[src/sv/cnv_pkg.sv]
// Shared types, codes and constants for the chiptune note voice.
// No dependencies; used by cnv_ctrl, cnv_datapath and chiptune_note_voice_unit.
`default_nettype none

package cnv_pkg;

	// Default widths, handed down as module parameters
	localparam int PHASE_BITS_DEF = 24;
	localparam int COUNT_BITS_DEF = 16;

	// Configuration port
	localparam int CFG_DATA_W = 16;
	localparam int CFG_IDX_W  = 2;
	localparam logic [CFG_IDX_W-1:0] REG_NOTE_LENGTH = 2'd0;
	localparam logic [CFG_IDX_W-1:0] REG_MELODY_GAIN = 2'd1;
	localparam logic [CFG_IDX_W-1:0] REG_BASS_GAIN   = 2'd2;

	// Register reset values
	localparam logic [15:0] NOTE_LENGTH_RST = 16'd8820;
	localparam logic [15:0] MELODY_GAIN_RST = 16'd9830;
	localparam logic [15:0] BASS_GAIN_RST   = 16'd6554;

	// Envelope: decay over last 3528 samples (8 * 441), attack over 220.5 samples
	localparam logic [15:0] DECAY_LEN    = 16'd3528;
	localparam logic [15:0] ATTACK_LIMIT = 16'd221;
	localparam logic [15:0] Q15_ONE      = 16'd32768;

	// floor(x / 441) = (x * RECIP_M) >> RECIP_SHIFT, exact for x below 2^26
	localparam logic [24:0] RECIP_M     = 25'd19478310;
	localparam int          RECIP_SHIFT = 33;

	// Output scaling, clip at +-2^45 in the Q.45 product
	localparam logic [13:0] OUT_SCALE  = 14'd9000;
	localparam logic [45:0] CLIP_LIMIT = 46'h2000_0000_0000;

	// Channel payloads
	typedef struct packed {
		logic        note_start;
		logic [23:0] melody_step;
		logic [23:0] bass_step;
	} cnv_in_t;

	typedef struct packed {
		logic signed [14:0] sample;
		logic               note_last;
	} cnv_out_t;

	// Controller states
	typedef enum logic [1:0] {
		ST_IDLE,
		ST_ENV,
		ST_MIX,
		ST_SCALE
	} cnv_state_t;

	// Commands from controller to datapath
	typedef struct packed {
		logic load_a;
		logic load_env;
		logic load_v;
		logic load_out;
	} cnv_cmd_t;

endpackage

`default_nettype wire

[src/sv/chiptune_note_voice_unit.sv]
// An input transfer loads stage 1; the envelope, mix and scale steps follow and load
// the output register. No new input is taken until the controller is back in idle;
// each of the envelope, mix and scale multipliers runs in one step of the controller sequence.
// A held result does not block the next input; the sequence waits only at the
// final step while the output register is still full.
// Reset (arst_n low, asynchronous): registers to defaults, phases, count and steps to zero.
`default_nettype none

module chiptune_note_voice_unit #(
	parameter int PHASE_BITS = cnv_pkg::PHASE_BITS_DEF,
	parameter int COUNT_BITS = cnv_pkg::COUNT_BITS_DEF
) (
	input  wire                            clk,
	input  wire                            arst_n,
	input  wire                            cfg_we,
	input  wire  [cnv_pkg::CFG_IDX_W-1:0]  cfg_index,
	input  wire  [cnv_pkg::CFG_DATA_W-1:0] cfg_data,
	input  wire                            in_valid,
	output logic                           in_stall,
	input  wire  cnv_pkg::cnv_in_t         in_data,
	output logic                           out_valid,
	input  wire                            out_stall,
	output cnv_pkg::cnv_out_t              out_data
);

	cnv_pkg::cnv_cmd_t cmd;

	// sequencing
	cnv_ctrl u_ctrl (
		.clk       (clk),
		.arst_n    (arst_n),
		.in_valid  (in_valid),
		.in_stall  (in_stall),
		.out_valid (out_valid),
		.out_stall (out_stall),
		.cmd       (cmd)
	);

	// arithmetic and state
	cnv_datapath #(
		.PHASE_BITS (PHASE_BITS),
		.COUNT_BITS (COUNT_BITS)
	) u_datapath (
		.clk       (clk),
		.arst_n    (arst_n),
		.cfg_we    (cfg_we),
		.cfg_index (cfg_index),
		.cfg_data  (cfg_data),
		.in_data   (in_data),
		.cmd       (cmd),
		.out_data  (out_data)
	);

endmodule

`default_nettype wire

[src/sv/cnv_ctrl.sv]
// Sequencing controller for the note voice: state machine and output valid flag.
// Depends on cnv_pkg for the state enum and command struct.
`default_nettype none

module cnv_ctrl (
	input  wire              clk,
	input  wire              arst_n,
	input  wire              in_valid,
	output logic             in_stall,
	output logic             out_valid,
	input  wire              out_stall,
	output cnv_pkg::cnv_cmd_t cmd
);

	cnv_pkg::cnv_state_t state_q;
	cnv_pkg::cnv_state_t state_nxt;
	logic                out_valid_q;

	// Next state
	always_comb begin
		state_nxt = state_q;
		case (state_q)
			cnv_pkg::ST_IDLE: begin
				if (in_valid) state_nxt = cnv_pkg::ST_ENV;
			end
			cnv_pkg::ST_ENV:   state_nxt = cnv_pkg::ST_MIX;
			cnv_pkg::ST_MIX:   state_nxt = cnv_pkg::ST_SCALE;
			cnv_pkg::ST_SCALE: begin
				// wait here until the output register is free
				if (!out_valid_q || !out_stall) state_nxt = cnv_pkg::ST_IDLE;
			end
			default: state_nxt = cnv_pkg::ST_IDLE;
		endcase
	end

	// Outputs
	always_comb begin
		in_stall     = (state_q != cnv_pkg::ST_IDLE);
		cmd.load_a   = in_valid && (state_q == cnv_pkg::ST_IDLE);
		cmd.load_env = (state_q == cnv_pkg::ST_ENV);
		cmd.load_v   = (state_q == cnv_pkg::ST_MIX);
		cmd.load_out = (state_q == cnv_pkg::ST_SCALE) && (!out_valid_q || !out_stall);
	end

	// State register
	always_ff @(posedge clk or negedge arst_n) begin
		if (!arst_n) begin
			state_q <= cnv_pkg::ST_IDLE;
		end else begin
			state_q <= state_nxt;
		end
	end

	// Output valid: set on load, cleared on transfer
	always_ff @(posedge clk or negedge arst_n) begin
		if (!arst_n) begin
			out_valid_q <= 1'b0;
		end else if (cmd.load_out) begin
			out_valid_q <= 1'b1;
		end else if (!out_stall) begin
			out_valid_q <= 1'b0;
		end
	end

	assign out_valid = out_valid_q;

`ifndef SYNTHESIS
	// an accepted item always starts the envelope step next
	a_accept_to_env: assert property (@(posedge clk) disable iff (!arst_n)
		(in_valid && !in_stall) |=> (state_q == cnv_pkg::ST_ENV))
		else $error("accepted item did not enter envelope step");

	// at most one datapath load per cycle
	a_cmd_onehot: assert property (@(posedge clk) disable iff (!arst_n)
		$onehot0({cmd.load_a, cmd.load_env, cmd.load_v, cmd.load_out}))
		else $error("more than one datapath command");

	// an output load always shows as a valid result
	a_load_sets_valid: assert property (@(posedge clk) disable iff (!arst_n)
		cmd.load_out |=> (out_valid_q && state_q == cnv_pkg::ST_IDLE))
		else $error("output load did not raise valid");

	// a pending result is never overwritten
	a_no_overwrite: assert property (@(posedge clk) disable iff (!arst_n)
		(out_valid_q && out_stall) |-> !cmd.load_out)
		else $error("pending result overwritten");
`endif

endmodule

`default_nettype wire

[src/sv/cnv_datapath.sv]
// Datapath of the note voice: config registers, phase and count state,
// envelope, mix, clip and output scaling. Depends on cnv_pkg.
`default_nettype none

module cnv_datapath #(
	parameter int PHASE_BITS = cnv_pkg::PHASE_BITS_DEF,
	parameter int COUNT_BITS = cnv_pkg::COUNT_BITS_DEF
) (
	input  wire                                 clk,
	input  wire                                 arst_n,
	input  wire                                 cfg_we,
	input  wire  [cnv_pkg::CFG_IDX_W-1:0]       cfg_index,
	input  wire  [cnv_pkg::CFG_DATA_W-1:0]      cfg_data,
	input  wire  cnv_pkg::cnv_in_t              in_data,
	input  wire  cnv_pkg::cnv_cmd_t             cmd,
	output cnv_pkg::cnv_out_t                   out_data
);

	// compare width covering both the count and the 16-bit note length
	localparam int CW = ((COUNT_BITS > 16) ? COUNT_BITS : 16) + 1;

	// configuration registers
	logic [15:0] note_length_q;
	logic [15:0] melody_gain_q;
	logic [15:0] bass_gain_q;

	// voice state
	logic [COUNT_BITS-1:0] idx_q;
	logic [PHASE_BITS-1:0] mph_q;
	logic [PHASE_BITS-1:0] bph_q;
	logic [PHASE_BITS-1:0] msh_q;
	logic [PHASE_BITS-1:0] bsh_q;

	// stage registers
	logic [15:0]        decay_s1;
	logic [15:0]        attack_s1;
	logic signed [33:0] mix_s1;
	logic               last_s1;
	logic [15:0]        env_s2;
	logic [45:0]        absv_s3;
	logic               neg_s3;
	cnv_pkg::cnv_out_t  out_q;

	// current-sample operands
	logic [COUNT_BITS-1:0] cur_i;
	logic [PHASE_BITS-1:0] cur_mph;
	logic [PHASE_BITS-1:0] cur_bph;
	logic [PHASE_BITS-1:0] cur_msh;
	logic [PHASE_BITS-1:0] cur_bsh;
	logic [CW-1:0]         i_ext;
	logic [CW-1:0]         n_ext;
	logic [CW-1:0]         dn;
	logic                  in_note;
	logic [23:0]           x_d;
	logic [23:0]           x_a;
	logic [48:0]           q_d;
	logic [48:0]           q_a;
	logic [15:0]           decay_c;
	logic [15:0]           attack_c;
	logic [PHASE_BITS-1:0] half;
	logic [PHASE_BITS-1:0] tri_d;
	logic [PHASE_BITS+16:0] tri_sh;
	logic signed [17:0]    tri_q;
	logic signed [34:0]    bass_prod;
	logic signed [33:0]    mel_term;
	logic signed [33:0]    bass_term;
	logic [31:0]           env_prod;
	logic signed [50:0]    v_full;
	logic [50:0]           v_abs;
	logic [59:0]           scaled;
	logic [14:0]           mag;

	// config writes; other indexes are ignored
	always_ff @(posedge clk or negedge arst_n) begin
		if (!arst_n) begin
			note_length_q <= cnv_pkg::NOTE_LENGTH_RST;
			melody_gain_q <= cnv_pkg::MELODY_GAIN_RST;
			bass_gain_q   <= cnv_pkg::BASS_GAIN_RST;
		end else if (cfg_we) begin
			case (cfg_index)
				cnv_pkg::REG_NOTE_LENGTH: note_length_q <= cfg_data;
				cnv_pkg::REG_MELODY_GAIN: melody_gain_q <= cfg_data;
				cnv_pkg::REG_BASS_GAIN:   bass_gain_q   <= cfg_data;
				default: ;
			endcase
		end
	end

	// note start restarts phases and count and latches new steps
	always_comb begin
		cur_i   = in_data.note_start ? '0 : idx_q;
		cur_mph = in_data.note_start ? '0 : mph_q;
		cur_bph = in_data.note_start ? '0 : bph_q;
		cur_msh = in_data.note_start ? PHASE_BITS'(in_data.melody_step) : msh_q;
		cur_bsh = in_data.note_start ? PHASE_BITS'(in_data.bass_step) : bsh_q;
	end

	// envelope operands: samples left and sample index, divided by 441
	always_comb begin
		i_ext   = CW'(cur_i);
		n_ext   = CW'(note_length_q);
		in_note = (i_ext < n_ext);
		dn      = n_ext - i_ext;
		x_d     = {dn[11:0], 12'd0};
		x_a     = {cur_i[7:0], 16'd0};
		q_d     = 49'(x_d) * 49'(cnv_pkg::RECIP_M);
		q_a     = 49'(x_a) * 49'(cnv_pkg::RECIP_M);
		decay_c  = (dn >= CW'(cnv_pkg::DECAY_LEN)) ? cnv_pkg::Q15_ONE
			: q_d[cnv_pkg::RECIP_SHIFT +: 16];
		attack_c = (cur_i >= COUNT_BITS'(cnv_pkg::ATTACK_LIMIT)) ? cnv_pkg::Q15_ONE
			: q_a[cnv_pkg::RECIP_SHIFT +: 16];
	end

	// square melody and triangle bass mix, Q4.30
	always_comb begin
		half      = {1'b1, {(PHASE_BITS-1){1'b0}}};
		tri_d     = cur_bph[PHASE_BITS-1] ? (cur_bph - half) : (half - cur_bph);
		tri_sh    = {tri_d, 17'd0} >> PHASE_BITS;
		tri_q     = $signed({1'b0, tri_sh[16:0]}) - 18'sd32768;
		bass_prod = tri_q * $signed({1'b0, bass_gain_q});
		if (cur_msh == '0) begin
			mel_term = '0;
		end else if (!cur_mph[PHASE_BITS-1]) begin
			mel_term = $signed({3'b000, melody_gain_q, 15'd0});
		end else begin
			mel_term = -$signed({3'b000, melody_gain_q, 15'd0});
		end
		bass_term = (cur_bsh == '0) ? '0 : 34'(bass_prod);
	end

	// voice state update on transfer
	always_ff @(posedge clk or negedge arst_n) begin
		if (!arst_n) begin
			idx_q <= '0;
			mph_q <= '0;
			bph_q <= '0;
			msh_q <= '0;
			bsh_q <= '0;
		end else if (cmd.load_a) begin
			idx_q <= (cur_i == '1) ? cur_i : cur_i + 1'b1;
			mph_q <= cur_mph + cur_msh;
			bph_q <= cur_bph + cur_bsh;
			msh_q <= cur_msh;
			bsh_q <= cur_bsh;
		end
	end

	// stage 1: envelope terms and mix; past the note's end the mix is zero
	always_ff @(posedge clk) begin
		if (cmd.load_a) begin
			decay_s1  <= decay_c;
			attack_s1 <= attack_c;
			mix_s1    <= in_note ? (mel_term + bass_term) : '0;
			last_s1   <= in_note && (dn == CW'(1));
		end
	end

	// stage 2: envelope product
	assign env_prod = decay_s1 * attack_s1;

	always_ff @(posedge clk) begin
		if (cmd.load_env) env_s2 <= env_prod[30:15];
	end

	// stage 3: apply envelope, clip magnitude to 2^45
	always_comb begin
		v_full = mix_s1 * $signed({1'b0, env_s2});
		v_abs  = v_full[50] ? 51'(-v_full) : 51'(v_full);
	end

	always_ff @(posedge clk) begin
		if (cmd.load_v) begin
			neg_s3  <= v_full[50];
			absv_s3 <= (v_abs > 51'(cnv_pkg::CLIP_LIMIT)) ? cnv_pkg::CLIP_LIMIT
				: v_abs[45:0];
		end
	end

	// stage 4: scale by 9000, truncate toward zero
	always_comb begin
		scaled = 60'(absv_s3) * 60'(cnv_pkg::OUT_SCALE);
		mag    = {1'b0, scaled[58:45]};
	end

	always_ff @(posedge clk) begin
		if (cmd.load_out) begin
			out_q.sample    <= neg_s3 ? $signed(-mag) : $signed(mag);
			out_q.note_last <= last_s1;
		end
	end

	assign out_data = out_q;

endmodule

`default_nettype wire
[config.mk]
export PLATFORM = sky130hd
export DESIGN_NAME = chiptune_note_voice_unit
export DESIGN_NICKNAME = d
export VERILOG_FILES = /design/src/sv/cnv_pkg.sv /design/src/sv/chiptune_note_voice_unit.sv /design/src/sv/cnv_ctrl.sv /design/src/sv/cnv_datapath.sv
export SDC_FILE = /design/constraint.sdc
export NUM_CORES = 2
export LEC_CHECK = 0
export BUFFER_PORTS_ARGS = -buffer_cell sky130_fd_sc_hd__buf_2
export CORE_ASPECT_RATIO = 1.1
export CORE_MARGIN = 2
export CORE_UTILIZATION = 40
export CTS_CLUSTER_SIZE = 40
export DETAILED_ROUTE_END_ITERATION = 6
export MAX_ROUTING_LAYER = met4
export PLACE_DENSITY = 0.6
export SLEW_MARGIN = 20
export SYNTH_ARGS = -nofsm -noshare
export SYNTH_HDL_FRONTEND = slang
export SYNTH_HIERARCHICAL = 1
export SYNTH_SLANG_ARGS = --single-unit
[constraint.sdc]
create_clock -name clk -period 22.3 [get_ports clk]
set_input_delay 0 -clock clk [delete_from_list [all_inputs] [get_ports clk]]
set_output_delay 0 -clock clk [all_outputs]
set_load 0.01 [all_outputs]
Yosys cells after proc, flatten, opt, wreduce, memory -nomap -nowiden:

Cells that the tools add are included.

* add/subtract/negate cells: 11
* $mul: 6
* order comparisons: 4
* equal/unequal tests: 10
* mux-type cells: 17
* reductions and logical operators: 15

Operators by type and width (number)
* two-way mux 24 bit: 5
* two-way mux 34 bit: 3
* multiplier 46 x 11 -> 56 bit, second input constant: 1
* > comparator 51 x 46 -> 1 bit, second input constant: 1
* multiplier 34 x 17 -> 51 bit: 1
* two-way mux 51 bit: 1
* negator 51 bit: 1
* adder 24 bit: 2
* logical NOT 24 bit: 2
* multiplier 12 x 24 -> 36 bit, second input constant: 1
* adder 34 bit: 1
* multiplier 18 x 17 -> 34 bit: 1
* negator 31 -> 34 bit: 1
* multiplier 8 x 24 -> 32 bit, second input constant: 1
* two-way mux 16 bit: 2
* multiplier 16 x 16 -> 31 bit: 1
* subtractor 24 bit, first input constant: 1
* subtractor 24 bit, second input constant: 1
* subtractor 17 x 16 -> 18 bit, second input constant: 1
* equality test 17 x 1 -> 1 bit, second input constant: 1
* greater-or-equal comparator 17 x 12 -> 1 bit, second input constant: 1
* subtractor 16 x 16 -> 17 bit: 1
* adder 16 x 1 -> 16 bit, second input constant: 1
* equality test 16 bit, second input constant: 1
* other kinds (17): 30

* register bits: 309
* input port bits: 72
* output and inout bits: 18
* word-level logic and storage cells: 83

Longest topological paths before layout:

* depth in word-level cells: 7
* mapped depth: 50
* mapped depth without buffers: 48

By module:

Netlist, hierarchy kept.

Modules (own cells, without submodules)
* cnv_datapath: instances 1, cells each 7660, area each 70903.0 µm², seq. area each 8413.1 µm²
* cnv_ctrl: instances 1, cells each 19, area each 225.2 µm², seq. area each 75.1 µm²

Worst setup path after synthesis:

OpenSTA, ideal clock, no wires.

* kind: register to register
* start: reg u_datapath.bph_q[4]
* end: reg u_datapath.mix_s1[33], data pin
* setup time: 0.266 ns
* data arrival time: 10.385 ns
* data required time: 22.034 ns
* setup slack: 11.649 ns
* stages on the path, launching flop included: 47
* path buffers: 2
* period minus slack after synthesis: 10.651 ns
* cells stage by stage: dfrtp_1 > nor4_1 > nand2_1 > nor3_1 > nand2b_1 > nor3_1 > nand2b_1 > or4_1 > nor2_1 > a21oi_1 > nor2_1 > nor4b_1 > o21a_1 > clkbuf_1 > ha_1 > clkbuf_1 > nand2_1 > fa_1 > (+11 left out) > a21boi_0 > o21ai_0 > nand2b_1 > a21oi_1 > o21ai_0 > a211o_1 > o2111ai_1 > nand2b_1 > xor2_1 > and2_1 > ha_1 > and3_1 > a211oi_1 > o21bai_1 > a21oi_1 > xor2_1 > xnor2_1 > nor2_1

* word-level cells in the longest chain between the ends: 7
* elaborated cells on any way between the ends: 8
* classes of those cells: add/sub (4); mul (1); mux (3)

Ends and longest elaborated chain
* start: declaration: line cnv_datapath.sv:30 `logic [PHASE_BITS-1:0] bph_q;`
* start signal: assignment: line cnv_datapath.sv:142 `bph_q <= cur_bph + cur_bsh;`
* two-way mux 24 bit *: line cnv_datapath.sv:93 `cur_bph = in_data.note_start ? '0 : bph_q;`
* subtractor 24 bit: line cnv_datapath.sv:117 `tri_d = cur_bph[PHASE_BITS-1] ? (cur_bph - half) : (half - cur_bph);`
* two-way mux 24 bit *: line cnv_datapath.sv:117
* subtractor 17 x 16 -> 18 bit *: line cnv_datapath.sv:119 `tri_q = $signed({1'b0, tri_sh[16:0]}) - 18'sd32768;`
* multiplier 18 x 17 -> 34 bit *: line cnv_datapath.sv:120 `bass_prod = tri_q * $signed({1'b0, bass_gain_q});`
* two-way mux 34 bit *: line cnv_datapath.sv:128 `bass_term = (cur_bsh == '0) ? '0 : 34'(bass_prod);`
* adder 34 bit *: line cnv_datapath.sv:153 `mix_s1 <= in_note ? (mel_term + bass_term) : '0;`
* end signal: assignment: line cnv_datapath.sv:153
* end: declaration: line cnv_datapath.sv:37 `logic signed [33:0] mix_s1;`

Mark *: on every way between the ends. The rest lies on a longest branch, timed or not.
A chain may end at the register's enable or synchronous reset.

Worst setup path in the final report:

Same ends and word-level chain as after synthesis.

==> results.sh <==
export IMPL_outcome="completed"
export IMPL_synth_edf_count=146
export IMPL_grt_setup_unrepaired="no"
export IMPL_worst_setup_path_type="reg -> reg"
export IMPL_max_freq_mhz=81.5
export IMPL_wl_per_cell_um=17.3
export IMPL_globalplace_congestion=0.880
export IMPL_io_buffers=89
export IMPL_worstPathMaxFanout=17
export IMPL_die_y_um=446
export IMPL_pin_count=90
export IMPL_clock_latency_ns=0.64
export IMPL_cts_sinks=309
export IMPL_cts_buffers=41
export IMPL_die_width_um=406
export IMPL_grt_use_met2_pct=36.4
export IMPL_gr_usage_met1_pct=24.5
export IMPL_grt_pass1_wl_um=290000
export IMPL_stdcell_count=10100
export IMPL_cts_reportedPaths_clkPinSlew_ns=0.06
export IMPL_fin_tns_setup_ns=0
export IMPL_core_um2=177000
export IMPL_synth_seq_area_share_pct=11.9
export IMPL_use_met3_pct=1.92
export IMPL_timing_hold_ws_ns=0.0599
export IMPL_clock_skew_ns=0.0416
export IMPL_seq_area_um2=8490
export IMPL_cts_resized=0
export IMPL_rr_endpoint="u_datapath/mix_s1[33]"
export IMPL_finalSetupViolCount=0
export IMPL_critPathCaptureType="register"
export IMPL_clockBufferDepth=3
export IMPL_worstPathRequired_ns=22.67
export IMPL_drt_wl_total_um=175000
export IMPL_grt_pass1_vias=56100
export IMPL_synth_area_um2=71100
export IMPL_drc=0
export IMPL_ys_seq_elements=309
export IMPL_r2r_start="u_datapath/bph_q[4]"
export IMPL_place_inst=9934
export IMPL_fin_crit_sh_pct=55.0
export IMPL_drtPass1Iterations=5
export IMPL_start_util_pct=40.2
export IMPL_global_route_overflow_total=0
export IMPL_arrival_ns=12.64
export IMPL_slew_headroom_pct=29.3
export IMPL_dp_hpwl_um=140000
export IMPL_top_usage_layer="met2"
export IMPL_antenna_found_initial=0
export IMPL_vias_per_cell=5.09
export IMPL_hold_violations=0
export IMPL_syn_num_nets=9825
export IMPL_period_minus_slack_ns=12.27
export IMPL_area_growth_pct=6.90
export IMPL_drt_iter0_markers=2465
export IMPL_r2r_setup_slack_ns=10.03
export IMPL_synth_cell_type_count=97
export IMPL_synthArstFlopShare_pct=52.8
export IMPL_ant_nets=0
export IMPL_fill_cells=17200
export IMPL_final_cell_mix="1684 x inv_1, 1234 x fa_1, 864 x nand2_1, 839 x ha_1, 449 x and2_1"
export IMPL_num_rows=162
export IMPL_worst_slew_pin_slew_ns=1.05
export IMPL_worst_path_largest_cell_delay_ns=0.66
export IMPL_cts_tree="yes"
export IMPL_drv_cap=0
export IMPL_multi_input_area_um2=55300
export IMPL_final_area_um2=76000
export IMPL_layout_commonest_cell="inv_1"
export IMPL_drv_slew=0
export IMPL_yosysWarnings=6
export IMPL_drive_above_1_share_pct=6.36
export IMPL_synth_avg_cell_area_um2=9.26
export IMPL_final_nets=9814
export IMPL_htree_levels=2
export IMPL_slowest_stage="fa_1"
export IMPL_hold_class="in -> async"
export IMPL_grt_total_usage_pct=20.5
export IMPL_ys_flop_type="edfxtp_1"
export IMPL_r2r_cells=44
export IMPL_startpoint_type="register"
export IMPL_vias=51400
export IMPL_fp_dieArea_um2=181000
export IMPL_cts_root_buffer="clkbuf_16"
export IMPL_synthCells=7679
export IMPL_cpMostUsedCell="fa_1"
export IMPL_grt_max_degree=96
export IMPL_place_area_um2=74000
==> worst max-delay path by stage <==
stage                     slack (ns)                    end  cells past startpoint                start
after floorplan                11.65  u_datapath/mix_s1[33]                     46  u_datapath/bph_q[4]
after global placement         10.17  u_datapath/mix_s1[33]                     44  u_datapath/bph_q[4]
after detailed placement       10.06  u_datapath/mix_s1[33]                     44  u_datapath/bph_q[4]
after CTS                      10.02  u_datapath/mix_s1[33]                     44  u_datapath/bph_q[4]
after global routing            9.17  u_datapath/mix_s1[33]                     44  u_datapath/bph_q[4]
final                          10.03  u_datapath/mix_s1[33]                     44  u_datapath/bph_q[4]
==> per-layer routing <==
metal	vias to the layer above	routed length [µm]
met3	279	6500
met5	-	0
met1	26000	73200
met4	0	5540
met2	1072	89300
li1	24000	-
==> what timing repair did <==
item	4_1_cts	5_1_grt
buffers inserted	0	0
hold buffers	69	0
hold endpoints to repair	213	0
==> metrics by stage <==
step	utilization (%)	setup WS, ns
2_1_floorplan	-	11.65
3_3_place_gp	41.8	10.17
3_5_place_dp	41.8	10.06
4_1_cts	43.0	10.02
5_1_grt	43.0	9.17
6_report	43.0	10.03
==> critical path: cells and delay by family (launching register included) <==
kind | cells | cell delay (ns)
buf+inv | 3 | 0.14
compound gates | 12 | 2.62
xor+xnor | 3 | 0.47
fa+ha+maj | 9 | 4.58
flops | 1 | 0.39
simple gates | 17 | 3.83
==> cells by family after synthesis <==
logic type	share of synthesized area [%]
muxes	3.06
xor gates and xnor gates	3.53
AOI/OAI and AO/OA	7.28
buffers and inverters	10.4
DFF	11.9
and+or+nand+nor	14.3
adders and majority gates	49.5
==> flip-flops by register name (all words and copies together), names as in the netlist, 2 cells and up <==
signal / count
u_datapath/idx_q: 16
u_datapath/absv_s3: 46
u_datapath/decay_s1: 16
u_datapath/mix_s1: 34
u_datapath/mph_q: 24
u_datapath/out_data: 16
u_datapath/bph_q: 24
u_datapath/env_s2: 16
u_datapath/msh_q: 24
u_ctrl/state_q: 2
u_datapath/attack_s1: 16
u_datapath/bass_gain_q: 16
u_datapath/melody_gain_q: 16
u_datapath/bsh_q: 24
u_datapath/note_length_q: 16
==> final cells by class <==
type                            instances  share of cell area (%)
Inverter                             1685                    8.32
Sequential cell                       309                    11.2
Tap cell                             2378                    3.91
Clock buffer                           48                    1.45
Clock inverter                         27                   0.349
Multi-Input combinational cell       5415                    72.7
Timing Repair Buffer                  216                    2.08
Antenna cell                            1                 0.00329
==> synth_stat cells (all sizes together) (70+ instances only) <==
cell type     n  share of area (%)
nor2b        80               0.70
a21oi       242                1.9
nor3         91               0.64
nor2        272                1.4
fa         1234                 35
ha          840                 15
and2        450                4.0
xnor2       191                2.4
xor2         96                1.2
clkbuf      238                1.3
o21ai       151                1.1
nand2       866                4.6
mux2        179                2.8
a21o         79               0.83
inv        1685                8.9
dfrtp       143                5.0
edfxtp      146                6.2
nand3        70               0.50
Power is not shown: default switching activity piles up to over one toggle a cycle in this logic, so the estimate is an artifact.
